## config.mk

```make
export PLATFORM = sky130hd
export DESIGN_NAME = nms_detection_buffer_decoder
export DESIGN_NICKNAME = d
export VERILOG_FILES = /design/src/rtl/nmsdb_pkg.sv /design/src/rtl/nmsdb_front.sv /design/src/rtl/nmsdb_fifo.sv /design/src/rtl/nmsdb_back.sv /design/src/rtl/nms_detection_buffer_decoder.sv
export SDC_FILE = /design/constraint.sdc
export NUM_CORES = 2
export LEC_CHECK = 0
export ABC_AREA = 1
export ABC_CLOCK_PERIOD_IN_PS = 16400
export BUFFER_PORTS_ARGS = -buffer_cell sky130_fd_sc_hd__buf_4
export CORE_MARGIN = 5
export CORE_UTILIZATION = 45
export CTS_BUF_LIST = sky130_fd_sc_hd__clkbuf_8
export DETAILED_ROUTE_END_ITERATION = 10
export PLACE_DENSITY_LB_ADDON = 0.08
export SKIP_LAST_GASP = 1
export SLEW_MARGIN = 20
export SYNTH_ARGS = -nofsm -noshare
export SYNTH_HDL_FRONTEND = slang
export SYNTH_SLANG_ARGS = --single-unit
```

## constraint.sdc

```tcl
create_clock -name clk -period 16.4 [get_ports clk]
set_clock_uncertainty 0.15 [all_clocks]
set_input_delay 2.46 -clock clk [delete_from_list [all_inputs] [get_ports clk]]
set_output_delay 2.46 -clock clk [all_outputs]
set_load 0.02 [all_outputs]
```

## src/rtl/nmsdb_pkg.sv

```systemverilog
package nmsdb_pkg;

	// Highest class number that a frame may hold.
	localparam int MAX_CLASSES = 255;

	// Default depth of the queue between parser and datapath.
	localparam int QUEUE_DEPTH_DEF = 4;

	// Configuration register indexes.
	localparam int CFG_IDX_W = 3;
	localparam logic [CFG_IDX_W-1:0] REG_NUM_CLASSES     = 3'd0;
	localparam logic [CFG_IDX_W-1:0] REG_MAX_PER_CLASS   = 3'd1;
	localparam logic [CFG_IDX_W-1:0] REG_ZERO_POINT      = 3'd2;
	localparam logic [CFG_IDX_W-1:0] REG_SCALE           = 3'd3;
	localparam logic [CFG_IDX_W-1:0] REG_SCORE_THRESHOLD = 3'd4;

	// Result kinds as seen on the output tuser.
	typedef enum logic [1:0] {
		KIND_DET = 2'd0,
		KIND_END = 2'd1,
		KIND_ERR = 2'd2
	} kind_t;

	// Operations handed from the parser to the datapath.
	typedef enum logic [1:0] {
		OP_COORD = 2'd0,
		OP_SCORE = 2'd1,
		OP_ERROR = 2'd2,
		OP_END   = 2'd3
	} op_kind_t;

	typedef struct packed {
		op_kind_t    op;
		logic [1:0]  idx;       // coordinate slot for OP_COORD
		logic        last;      // the score word also closes the frame
		logic [7:0]  class_id;
		logic [15:0] word;
	} op_t;

	typedef struct packed {
		logic [7:0]         num_classes;
		logic [15:0]        max_per_class;
		logic [15:0]        zero_point;
		logic [31:0]        scale;
		logic signed [31:0] score_threshold;
	} cfg_t;

	typedef struct packed {
		kind_t              kind;
		logic [7:0]         class_id;
		logic signed [31:0] left;
		logic signed [31:0] top;
		logic signed [31:0] box_width;
		logic signed [31:0] box_height;
		logic [16:0]        confidence;
	} res_t;

	// Class count limited to one through MAX_CLASSES.
	function automatic logic [7:0] class_limit(input logic [7:0] n);
		logic [7:0] r;
		r = n;
		if (r > 8'(MAX_CLASSES)) r = 8'(MAX_CLASSES);
		if (r == 8'd0) r = 8'd1;
		return r;
	endfunction

endpackage

```

## src/rtl/nmsdb_front.sv

```systemverilog
module nmsdb_front (
	input  logic             clk,
	input  logic             arst_n,
	input  nmsdb_pkg::cfg_t  cfg,
	input  logic             s_tvalid,
	output logic             s_tready,
	input  logic [15:0]      s_tdata,   // word
	input  logic             s_tuser,   // restart
	output logic             push,
	output nmsdb_pkg::op_t   push_op,
	input  logic             full
);
	import nmsdb_pkg::*;

	typedef enum logic [1:0] {
		PH_COUNT = 2'b01,
		PH_BOX   = 2'b10
	} phase_t;

	phase_t      phase_q, eff_phase, nxt_phase;
	logic [7:0]  class_q, eff_class, nxt_class, limit;
	logic [15:0] boxes_q, eff_boxes, nxt_boxes;
	logic [2:0]  pos_q, eff_pos, nxt_pos;
	logic        done_q, eff_done, nxt_done;
	logic        at_limit, push_c, accept;

	assign s_tready = !full;
	assign accept   = s_tvalid && s_tready;
	assign push     = accept && push_c;

	// Parser step: a restart word resets the section state before it is parsed.
	always_comb begin
		eff_phase = s_tuser ? PH_COUNT : phase_q;
		eff_class = s_tuser ? 8'd1 : class_q;
		eff_boxes = s_tuser ? 16'd0 : boxes_q;
		eff_pos   = s_tuser ? 3'd0 : pos_q;
		eff_done  = s_tuser ? 1'b0 : done_q;
		limit     = class_limit(cfg.num_classes);
		at_limit  = eff_class >= limit;

		nxt_phase = eff_phase;
		nxt_class = eff_class;
		nxt_boxes = eff_boxes;
		nxt_pos   = eff_pos;
		nxt_done  = eff_done;

		push_c           = 1'b0;
		push_op.op       = OP_COORD;
		push_op.idx      = eff_pos[1:0];
		push_op.last     = 1'b0;
		push_op.class_id = eff_class;
		push_op.word     = s_tdata;

		if (!eff_done) begin
			unique case (eff_phase)
				PH_COUNT: begin
					if (s_tdata > cfg.max_per_class) begin
						push_c     = 1'b1;
						push_op.op = OP_ERROR;
						nxt_done   = 1'b1;
					end else if (s_tdata == 16'd0) begin
						if (at_limit) begin
							push_c     = 1'b1;
							push_op.op = OP_END;
							nxt_done   = 1'b1;
						end else begin
							nxt_class = eff_class + 8'd1;
						end
					end else begin
						nxt_boxes = s_tdata;
						nxt_pos   = 3'd0;
						nxt_phase = PH_BOX;
					end
				end
				PH_BOX: begin
					push_c = 1'b1;
					if (eff_pos < 3'd4) begin
						push_op.op = OP_COORD;
						nxt_pos    = eff_pos + 3'd1;
					end else begin
						push_op.op   = OP_SCORE;
						push_op.last = (eff_boxes == 16'd1) && at_limit;
						nxt_pos      = 3'd0;
						nxt_boxes    = eff_boxes - 16'd1;
						if (eff_boxes == 16'd1) begin
							nxt_phase = PH_COUNT;
							if (at_limit) begin
								nxt_done = 1'b1;
							end else begin
								nxt_class = eff_class + 8'd1;
							end
						end
					end
				end
				default: ;
			endcase
		end
	end

	// Parser state advances on every input transfer.
	always_ff @(posedge clk or negedge arst_n) begin
		if (!arst_n) begin
			phase_q <= PH_COUNT;
			class_q <= 8'd1;
			boxes_q <= 16'd0;
			pos_q   <= 3'd0;
			done_q  <= 1'b0;
		end else if (accept) begin
			phase_q <= nxt_phase;
			class_q <= nxt_class;
			boxes_q <= nxt_boxes;
			pos_q   <= nxt_pos;
			done_q  <= nxt_done;
		end
	end

	// A finished or failed frame always leaves the parser waiting for a count.
	a_done_phase: assert property (@(posedge clk) disable iff (!arst_n)
		done_q |-> phase_q == PH_COUNT)
		else $error("frame closed with parser inside a box");

	// Within a box the field position never passes the score slot.
	a_pos_range: assert property (@(posedge clk) disable iff (!arst_n)
		phase_q == PH_BOX |-> pos_q <= 3'd4)
		else $error("field position out of range");

endmodule

```

## src/rtl/nmsdb_fifo.sv

```systemverilog
module nmsdb_fifo #(
	parameter int DEPTH = nmsdb_pkg::QUEUE_DEPTH_DEF   // 2 to 32
) (
	input  logic            clk,
	input  logic            arst_n,
	input  logic            push,
	input  nmsdb_pkg::op_t  push_op,
	output logic            full,
	input  logic            pop,
	output nmsdb_pkg::op_t  pop_op,
	output logic            empty
);
	import nmsdb_pkg::*;

	localparam int PTR_W = $clog2(DEPTH);
	localparam int CNT_W = $clog2(DEPTH + 1);

	op_t              mem_q [DEPTH];
	logic [PTR_W-1:0] wr_q, rd_q;
	logic [CNT_W-1:0] count_q;

	assign full   = count_q == CNT_W'(DEPTH);
	assign empty  = count_q == '0;
	assign pop_op = mem_q[rd_q];

	// Entry storage, written at the tail.
	always_ff @(posedge clk) begin
		if (push) mem_q[wr_q] <= push_op;
	end

	// Pointers and fill count.
	always_ff @(posedge clk or negedge arst_n) begin
		if (!arst_n) begin
			wr_q    <= '0;
			rd_q    <= '0;
			count_q <= '0;
		end else begin
			if (push) wr_q <= (wr_q == PTR_W'(DEPTH - 1)) ? '0 : wr_q + 1'b1;
			if (pop)  rd_q <= (rd_q == PTR_W'(DEPTH - 1)) ? '0 : rd_q + 1'b1;
			if (push && !pop)      count_q <= count_q + 1'b1;
			else if (pop && !push) count_q <= count_q - 1'b1;
		end
	end

	a_count_range: assert property (@(posedge clk) disable iff (!arst_n)
		count_q <= CNT_W'(DEPTH) && !(pop && empty))
		else $error("queue over- or underflow");

endmodule

```

## src/rtl/nmsdb_back.sv

```systemverilog
module nmsdb_back (
	input  logic            clk,
	input  logic            arst_n,
	input  nmsdb_pkg::cfg_t cfg,
	input  nmsdb_pkg::op_t  op,
	input  logic            empty,
	output logic            pop,
	output nmsdb_pkg::res_t res,
	output logic            m_tvalid,
	input  logic            m_tready
);
	import nmsdb_pkg::*;

	logic               adv;
	logic signed [16:0] diff_c;
	logic [15:0]        mag_c;
	logic [47:0]        prod_c;

	logic               valid_s1, neg_s1;
	logic [47:0]        prod_s1;
	op_t                op_s1;

	logic [48:0]        sum_c;
	logic [40:0]        rnd_c;
	logic [31:0]        dq_c;

	logic               valid_s2;
	logic signed [31:0] dq_s2;
	op_t                op_s2;

	logic signed [31:0] held_q [4];

	logic               det_c, load_c, pend_c;
	logic signed [32:0] wdiff_c, hdiff_c;
	res_t               new_c, end_c, res_q;
	logic               res_valid_q, end_pend_q;

	// The whole pipeline moves when the result register can take a new item.
	assign adv      = !res_valid_q || (m_tready && !end_pend_q);
	assign pop      = adv && !empty;
	assign res      = res_q;
	assign m_tvalid = res_valid_q;

	// Stage 1: subtract the zero point and multiply the magnitude by the scale.
	assign diff_c = $signed({1'b0, op.word}) - $signed({1'b0, cfg.zero_point});
	assign mag_c  = diff_c[16] ? 16'(-diff_c) : diff_c[15:0];
	assign prod_c = mag_c * cfg.scale;

	always_ff @(posedge clk or negedge arst_n) begin
		if (!arst_n) begin
			valid_s1 <= 1'b0;
			valid_s2 <= 1'b0;
		end else if (adv) begin
			valid_s1 <= !empty;
			valid_s2 <= valid_s1;
		end
	end

	always_ff @(posedge clk) begin
		if (adv) begin
			prod_s1 <= prod_c;
			neg_s1  <= diff_c[16];
			op_s1   <= op;
			dq_s2   <= $signed(dq_c);
			op_s2   <= op_s1;
		end
	end

	// Stage 2: round to nearest with ties away from zero, then saturate.
	assign sum_c = {1'b0, prod_s1} + 49'd128;
	assign rnd_c = sum_c[48:8];

	always_comb begin
		if (!neg_s1) begin
			dq_c = (|rnd_c[40:31]) ? 32'h7FFF_FFFF : rnd_c[31:0];
		end else if ((|rnd_c[40:32]) || (rnd_c[31] && (|rnd_c[30:0]))) begin
			dq_c = 32'h8000_0000;
		end else begin
			dq_c = -rnd_c[31:0];
		end
	end

	// Coordinates of the current box are held until its score arrives.
	always_ff @(posedge clk) begin
		if (adv && valid_s2 && op_s2.op == OP_COORD) held_q[op_s2.idx] <= dq_s2;
	end

	// Result assembly from the score and the held coordinates.
	assign wdiff_c = {held_q[3][31], held_q[3]} - {held_q[1][31], held_q[1]};
	assign hdiff_c = {held_q[2][31], held_q[2]} - {held_q[0][31], held_q[0]};

	always_comb begin
		end_c          = '0;
		end_c.kind     = KIND_END;
		new_c          = end_c;
		det_c          = dq_s2 > cfg.score_threshold;
		load_c         = 1'b0;
		pend_c         = 1'b0;
		case (op_s2.op)
			OP_SCORE: begin
				if (det_c) begin
					load_c           = 1'b1;
					pend_c           = op_s2.last;
					new_c.kind       = KIND_DET;
					new_c.class_id   = op_s2.class_id;
					new_c.left       = held_q[1];
					new_c.top        = held_q[0];
					new_c.box_width  = (wdiff_c[32] != wdiff_c[31]) ?
						(wdiff_c[32] ? 32'sh8000_0000 : 32'sh7FFF_FFFF) : wdiff_c[31:0];
					new_c.box_height = (hdiff_c[32] != hdiff_c[31]) ?
						(hdiff_c[32] ? 32'sh8000_0000 : 32'sh7FFF_FFFF) : hdiff_c[31:0];
					if (dq_s2 < 0) begin
						new_c.confidence = 17'd0;
					end else if (dq_s2 > 32'sd65536) begin
						new_c.confidence = 17'd65536;
					end else begin
						new_c.confidence = dq_s2[16:0];
					end
				end else begin
					load_c = op_s2.last;
				end
			end
			OP_ERROR: begin
				load_c         = 1'b1;
				new_c.kind     = KIND_ERR;
				new_c.class_id = op_s2.class_id;
			end
			OP_END: begin
				load_c = 1'b1;
			end
			default: ;
		endcase
	end

	// Output register; a detection that closes the frame is followed by frame end.
	always_ff @(posedge clk or negedge arst_n) begin
		if (!arst_n) begin
			res_valid_q <= 1'b0;
			end_pend_q  <= 1'b0;
		end else if (adv && valid_s2 && load_c) begin
			res_valid_q <= 1'b1;
			end_pend_q  <= pend_c;
		end else if (res_valid_q && m_tready) begin
			if (end_pend_q) begin
				end_pend_q <= 1'b0;
			end else begin
				res_valid_q <= 1'b0;
			end
		end
	end

	always_ff @(posedge clk) begin
		if (res_valid_q && m_tready && end_pend_q) begin
			res_q <= end_c;
		end else if (adv && valid_s2 && load_c) begin
			res_q <= new_c;
		end
	end

	a_pend_valid: assert property (@(posedge clk) disable iff (!arst_n)
		end_pend_q |-> res_valid_q)
		else $error("pending frame end without a held result");

endmodule

```

## src/rtl/nms_detection_buffer_decoder.sv

```systemverilog
// Channel   Direction  Handshake             Payload
// s_*       in         s_tvalid / s_tready   tdata: word; tuser: restart
// m_*       out        m_tvalid / m_tready   tdata: class_id..confidence; tuser: kind
// cfg_*     in         cfg_valid / cfg_ready cfg_index, cfg_data
//
// One input word is taken per cycle while s_tready is high; a score word that both detects a box and closes
// the frame gives two results and holds the output register until the frame end result is also taken.
// A result follows its input transfer through the queue, then queue read with
// multiply, round and the result register.
// Reset clears the parser, the queue and the output register; configuration registers
// return to their documented values. cfg_ready is always high.
// A stalled output stops the datapath; the queue then fills and drops s_tready.
module nms_detection_buffer_decoder #(
	parameter int QUEUE_DEPTH = nmsdb_pkg::QUEUE_DEPTH_DEF
) (
	input  logic                              clk,
	input  logic                              arst_n,
	input  logic                              s_tvalid,
	output logic                              s_tready,
	input  logic [15:0]                       s_tdata,   // [15:0] word
	input  logic                              s_tuser,   // [0] restart
	output logic                              m_tvalid,
	input  logic                              m_tready,
	// [7:0] class_id, [39:8] left, [71:40] top, [103:72] box_width,
	// [135:104] box_height, [152:136] confidence, [159:153] zero
	output logic [159:0]                      m_tdata,
	output logic [1:0]                        m_tuser,   // [1:0] kind
	input  logic                              cfg_valid,
	output logic                              cfg_ready,
	input  logic [nmsdb_pkg::CFG_IDX_W-1:0]   cfg_index,
	input  logic [31:0]                       cfg_data
);
	import nmsdb_pkg::*;

	cfg_t  cfg_q;
	logic  push, full, pop, empty;
	op_t   push_op, pop_op;
	res_t  res;

	assign cfg_ready = 1'b1;

	// Configuration registers, written one per transfer.
	always_ff @(posedge clk or negedge arst_n) begin
		if (!arst_n) begin
			cfg_q.num_classes     <= 8'd90;
			cfg_q.max_per_class   <= 16'd100;
			cfg_q.zero_point      <= 16'd0;
			cfg_q.scale           <= 32'd0;
			cfg_q.score_threshold <= 32'sd26214;
		end else if (cfg_valid && cfg_ready) begin
			unique case (cfg_index)
				REG_NUM_CLASSES:     cfg_q.num_classes     <= cfg_data[7:0];
				REG_MAX_PER_CLASS:   cfg_q.max_per_class   <= cfg_data[15:0];
				REG_ZERO_POINT:      cfg_q.zero_point      <= cfg_data[15:0];
				REG_SCALE:           cfg_q.scale           <= cfg_data;
				REG_SCORE_THRESHOLD: cfg_q.score_threshold <= $signed(cfg_data);
				default: ;
			endcase
		end
	end

	nmsdb_front u_front (
		.clk      (clk),
		.arst_n   (arst_n),
		.cfg      (cfg_q),
		.s_tvalid (s_tvalid),
		.s_tready (s_tready),
		.s_tdata  (s_tdata),
		.s_tuser  (s_tuser),
		.push     (push),
		.push_op  (push_op),
		.full     (full)
	);

	nmsdb_fifo #(
		.DEPTH (QUEUE_DEPTH)
	) u_fifo (
		.clk     (clk),
		.arst_n  (arst_n),
		.push    (push),
		.push_op (push_op),
		.full    (full),
		.pop     (pop),
		.pop_op  (pop_op),
		.empty   (empty)
	);

	nmsdb_back u_back (
		.clk      (clk),
		.arst_n   (arst_n),
		.cfg      (cfg_q),
		.op       (pop_op),
		.empty    (empty),
		.pop      (pop),
		.res      (res),
		.m_tvalid (m_tvalid),
		.m_tready (m_tready)
	);

	// Output packing, first field in the lowest bits.
	assign m_tuser = res.kind;
	assign m_tdata = {7'd0, res.confidence, res.box_height, res.box_width,
		res.top, res.left, res.class_id};

endmodule
```

==> impl_metrics.csv <==
group,metric,value,unit
outcome,run_status,"finished, final reports clean",
timing,period_share,67.3,%
timing,rsz0062_at_grt,"false",
placed_design,gp_congestion,0.932,
timing,slew_violations,0,
min_path,hold_path_depth,0,
logic_synthesis,synth_top_area_cell,"edfxtp_1",
logic_synthesis,ys_seq_area_share,33.9,%
logic_synthesis,synth-seq-cells,644,
timing,maxSlewHeadroom,27.7,%
placed_design,hpwlAfterDp,127,mm
floorplanning,die_x,344,µm
critical_path,crit_end,"u_back.prod_s1[30]",
finish,layout.nets,7099,
clock_network,postCtsSetupRepairBufs,0,
routing,routed_wl,163,mm
critical_path,worstPathArrival,11450,ps
routing,avgRoutedWirePerCell,20.6,µm
critical_path,reg2reg_from,"u_fifo.rd_q[1]",
clock_network,cts_sinks,644,
clock_network,cts_buffer_depth,3,
timing,min_period,11030,ps
routing,drt_iter0_markers,3131,
logic_synthesis,syn_avg_cell_area,8.14,µm²
timing,tns,0,ps
floorplanning,start_util,45.4,%
logic_synthesis,synth_top_area_share,20.5,%
logic_synthesis,ys_warn_count,0,
grt,grt_pass1_wl,251,mm
floorplanning,die_y,344,µm
logic_synthesis,ys_types,67,
critical_path,endpoint_kind,"register",
min_path,hold_path.startpoint,"u_back.op_s1[17]",
logic_synthesis,synthArstFlopShare,22.5,%
min_path,hp-class,"register to register",
timing,hold_violations,0,
critical_path,worstPathRequired,16820,ps
clock_network,numCtsBuffers,110,
critical_path,crit_fanout,31,
logic_synthesis,synth_edf_count,344,
critical_path,path_class,"register to register",
critical_path,cpMaxStageDelayCell,"inv_1",
routing,postRouteAntennaNets,0,
grt,grt_start_max_net_pins,97,
finish,syn2layout_area_growth,10.6,%
timing,setup_violations,0,
grt,grt_overflow,0,
grt,grt_pass1_vias,41600,
logic_synthesis,syn-cell-area,50300,µm²
critical_path,rr_worst_depth,36,
clock_network,clock_latency,790,ps
clock_network,cts.repair.resized,0,
timing,fmax,0.0907,GHz
clock_network,cts-htree-levels,3,
routing,via_count,41800,
clock_network,cts_root_buf,"clkbuf_8",
routing,viasPerCell,5.27,
finish,final_util,50.2,%
finish,drive_gt1_share,8.48,%
logic_synthesis,netlist_top_cells_area,"edfxtp_1 (21%), fa_1 (17%), nand2_1 (9.2%), inv_1 (7.6%), ha_1 (6.9%)",
flow_run,maxCapViolCount,0,
critical_path,worst_r2r_endpoint,"u_back.prod_s1[30]",
clock_network,cts_tree,"done",
clock_network,clkSlewWorstSetupHoldPaths,60,ps
floorplanning,num_io_pins,222,
timing,tightest_slew,1080,ps
critical_path,cp-start-kind,"register",
floorplanning,placementRows,122,
floorplanning,fp.dieArea,119000,µm²
floorplanning,coreArea,111000,µm²
critical_path,cpPeakStageDelay,820,ps
grt,grt_usage,27.5,%
critical_path,crit_start,"u_fifo.rd_q[1]",
logic_synthesis,synth_flop_cell,"edfxtp_1",
logic_synthesis,synthCells,6185,
clock_network,ctsHoldBuffers,0,
critical_path,r2r_slack,5370,ps
grt,antenna_found_initial,5,
routing,drt-pass1-iter-count,5,
routing,drc_errors,0,
placed_design,port_buffers,213,
[final cells by class]
class / count / area (µm²)
inverters: 1031 / 3870
multi-input cells: 4289 / 28500
fillers: 11000 / 55300
repair buffers: 266 / 2010
well taps: 1488 / 1860
flip-flops and latches: 644 / 17100
clock inverters: 77 / 557
clock buffers: 131 / 1800
diodes: 2 / 5.00
[cells by family after synthesis]
group,Yosys count,synth area share [%]
AO/OA/AOI/OAI,993,10.5
XOR/XNOR,132,2.34
adder cells (fa/ha/maj),700,23.7
buffers and inverters,1258,9.64
flip-flops,644,33.9
multiplexers,1,0.0224
other,2,0.0149
AND/OR/NAND/NOR,2455,19.8
[cell usage after synthesis, types with 14 or more instances]
| master | n |
|---|---|
| dfrtp_1 | 128 |
| nand2_1 | 1233 |
| dfstp_2 | 17 |
| nand4_1 | 45 |
| buf_1 | 15 |
| dfxtp_1 | 155 |
| a21oi_1 | 352 |
| o211ai_1 | 14 |
| nand3_1 | 171 |
| o21ai_1 | 16 |
| o21ai_0 | 474 |
| clkbuf_1 | 144 |
| o22ai_1 | 29 |
| xnor2_1 | 34 |
| o21a_1 | 15 |
| xor2_1 | 95 |
| nor3_1 | 59 |
| fa_1 | 421 |
| inv_1 | 1013 |
| o21bai_1 | 22 |
| nor4_1 | 23 |
| edfxtp_1 | 344 |
| ha_1 | 279 |
| buf_4 | 14 |
| buf_2 | 51 |
| nor2_1 | 847 |
| a31oi_1 | 28 |
[cell usage in the layout, fill, tap and decap left out, types with 15 or more instances in the layout]
cell | synthesis | final
xor2_1 | 95 | 93
o21a_1 | 15 | 15
nor3_1 | 59 | 55
nand3_1 | 171 | 169
inv_1 | 1013 | 1035
nand4_1 | 45 | 45
nor2_1 | 847 | 841
o21ai_1 | 16 | 16
o21ai_0 | 474 | 474
o22ai_1 | 29 | 29
edfxtp_1 | 344 | 344
clkbuf_8 | 0 | 131
fa_1 | 421 | 421
clkinv_1 | 6 | 16
clkinv_2 | 0 | 24
dfrtp_1 | 128 | 128
dfstp_2 | 17 | 17
nor2_2 | 11 | 16
dfxtp_1 | 155 | 155
xnor2_1 | 34 | 34
nor4_1 | 23 | 23
nand2_1 | 1233 | 1232
buf_4 | 14 | 264
a21oi_1 | 352 | 352
ha_1 | 279 | 279
o21bai_1 | 22 | 22
a31oi_1 | 28 | 28
[how the worst min path moves through the flow]
stage	slack, ps	endpoint
after floorplan	250	u_back.op_s2[16]
after global placement	250	u_back.op_s2[27]
after detailed placement	260	u_back.op_s2[17]
after CTS	270	u_back.op_s2[17]
after global routing	280	u_back.op_s2[20]
final	270	u_back.op_s2[17]
[worst max-delay path, delay by kind of cell (launching register included)]
kind | cells | cell delay (ps)
buf+inv | 7 | 1420
simple gates | 9 | 2080
flops | 1 | 360
fa+ha+maj | 8 | 3860
xor+xnor | 2 | 770
compound gates | 10 | 2150
[layer usage]
layer	global-route usage, %	share of wire [%]	up-vias
met5	0	0	-
met4	7.80	3.0	0
met3	3.71	5.9	257
met2	46.2	47	1203
met1	37.6	44	20400
li1	-	-	19900
[stage by stage]
step | instances | cell area (µm²) | hold slack [ps] | setup slack [ps]
final | 7928 | 55700 | 268 | 5370
after global routing | 7928 | 55700 | 276 | 4870
after CTS | 7925 | 55700 | 270 | 5540
after detailed placement | 7717 | 53300 | 256 | 5520
after global placement | 7717 | 53300 | 251 | 5650
after floorplan | 6191 | 50400 | 250 | 7910
[sequential cells by signal, indices dropped and copies added, names as in the netlist, 8 cells and up]
register / flops
u_back.op_s1: 13
u_back.dq_s2: 32
u_fifo.mem_q: 116
u_back.res: 155
cfg_q: 104
u_back.op_s2: 13
u_back.held_q: 128
u_front.boxes_q: 16
u_front.class_q: 8
u_back.prod_s1: 41
Power is left out: the tool's default activity adds up to more than one toggle a clock period on the data nets, which glitch-free logic cannot reach.
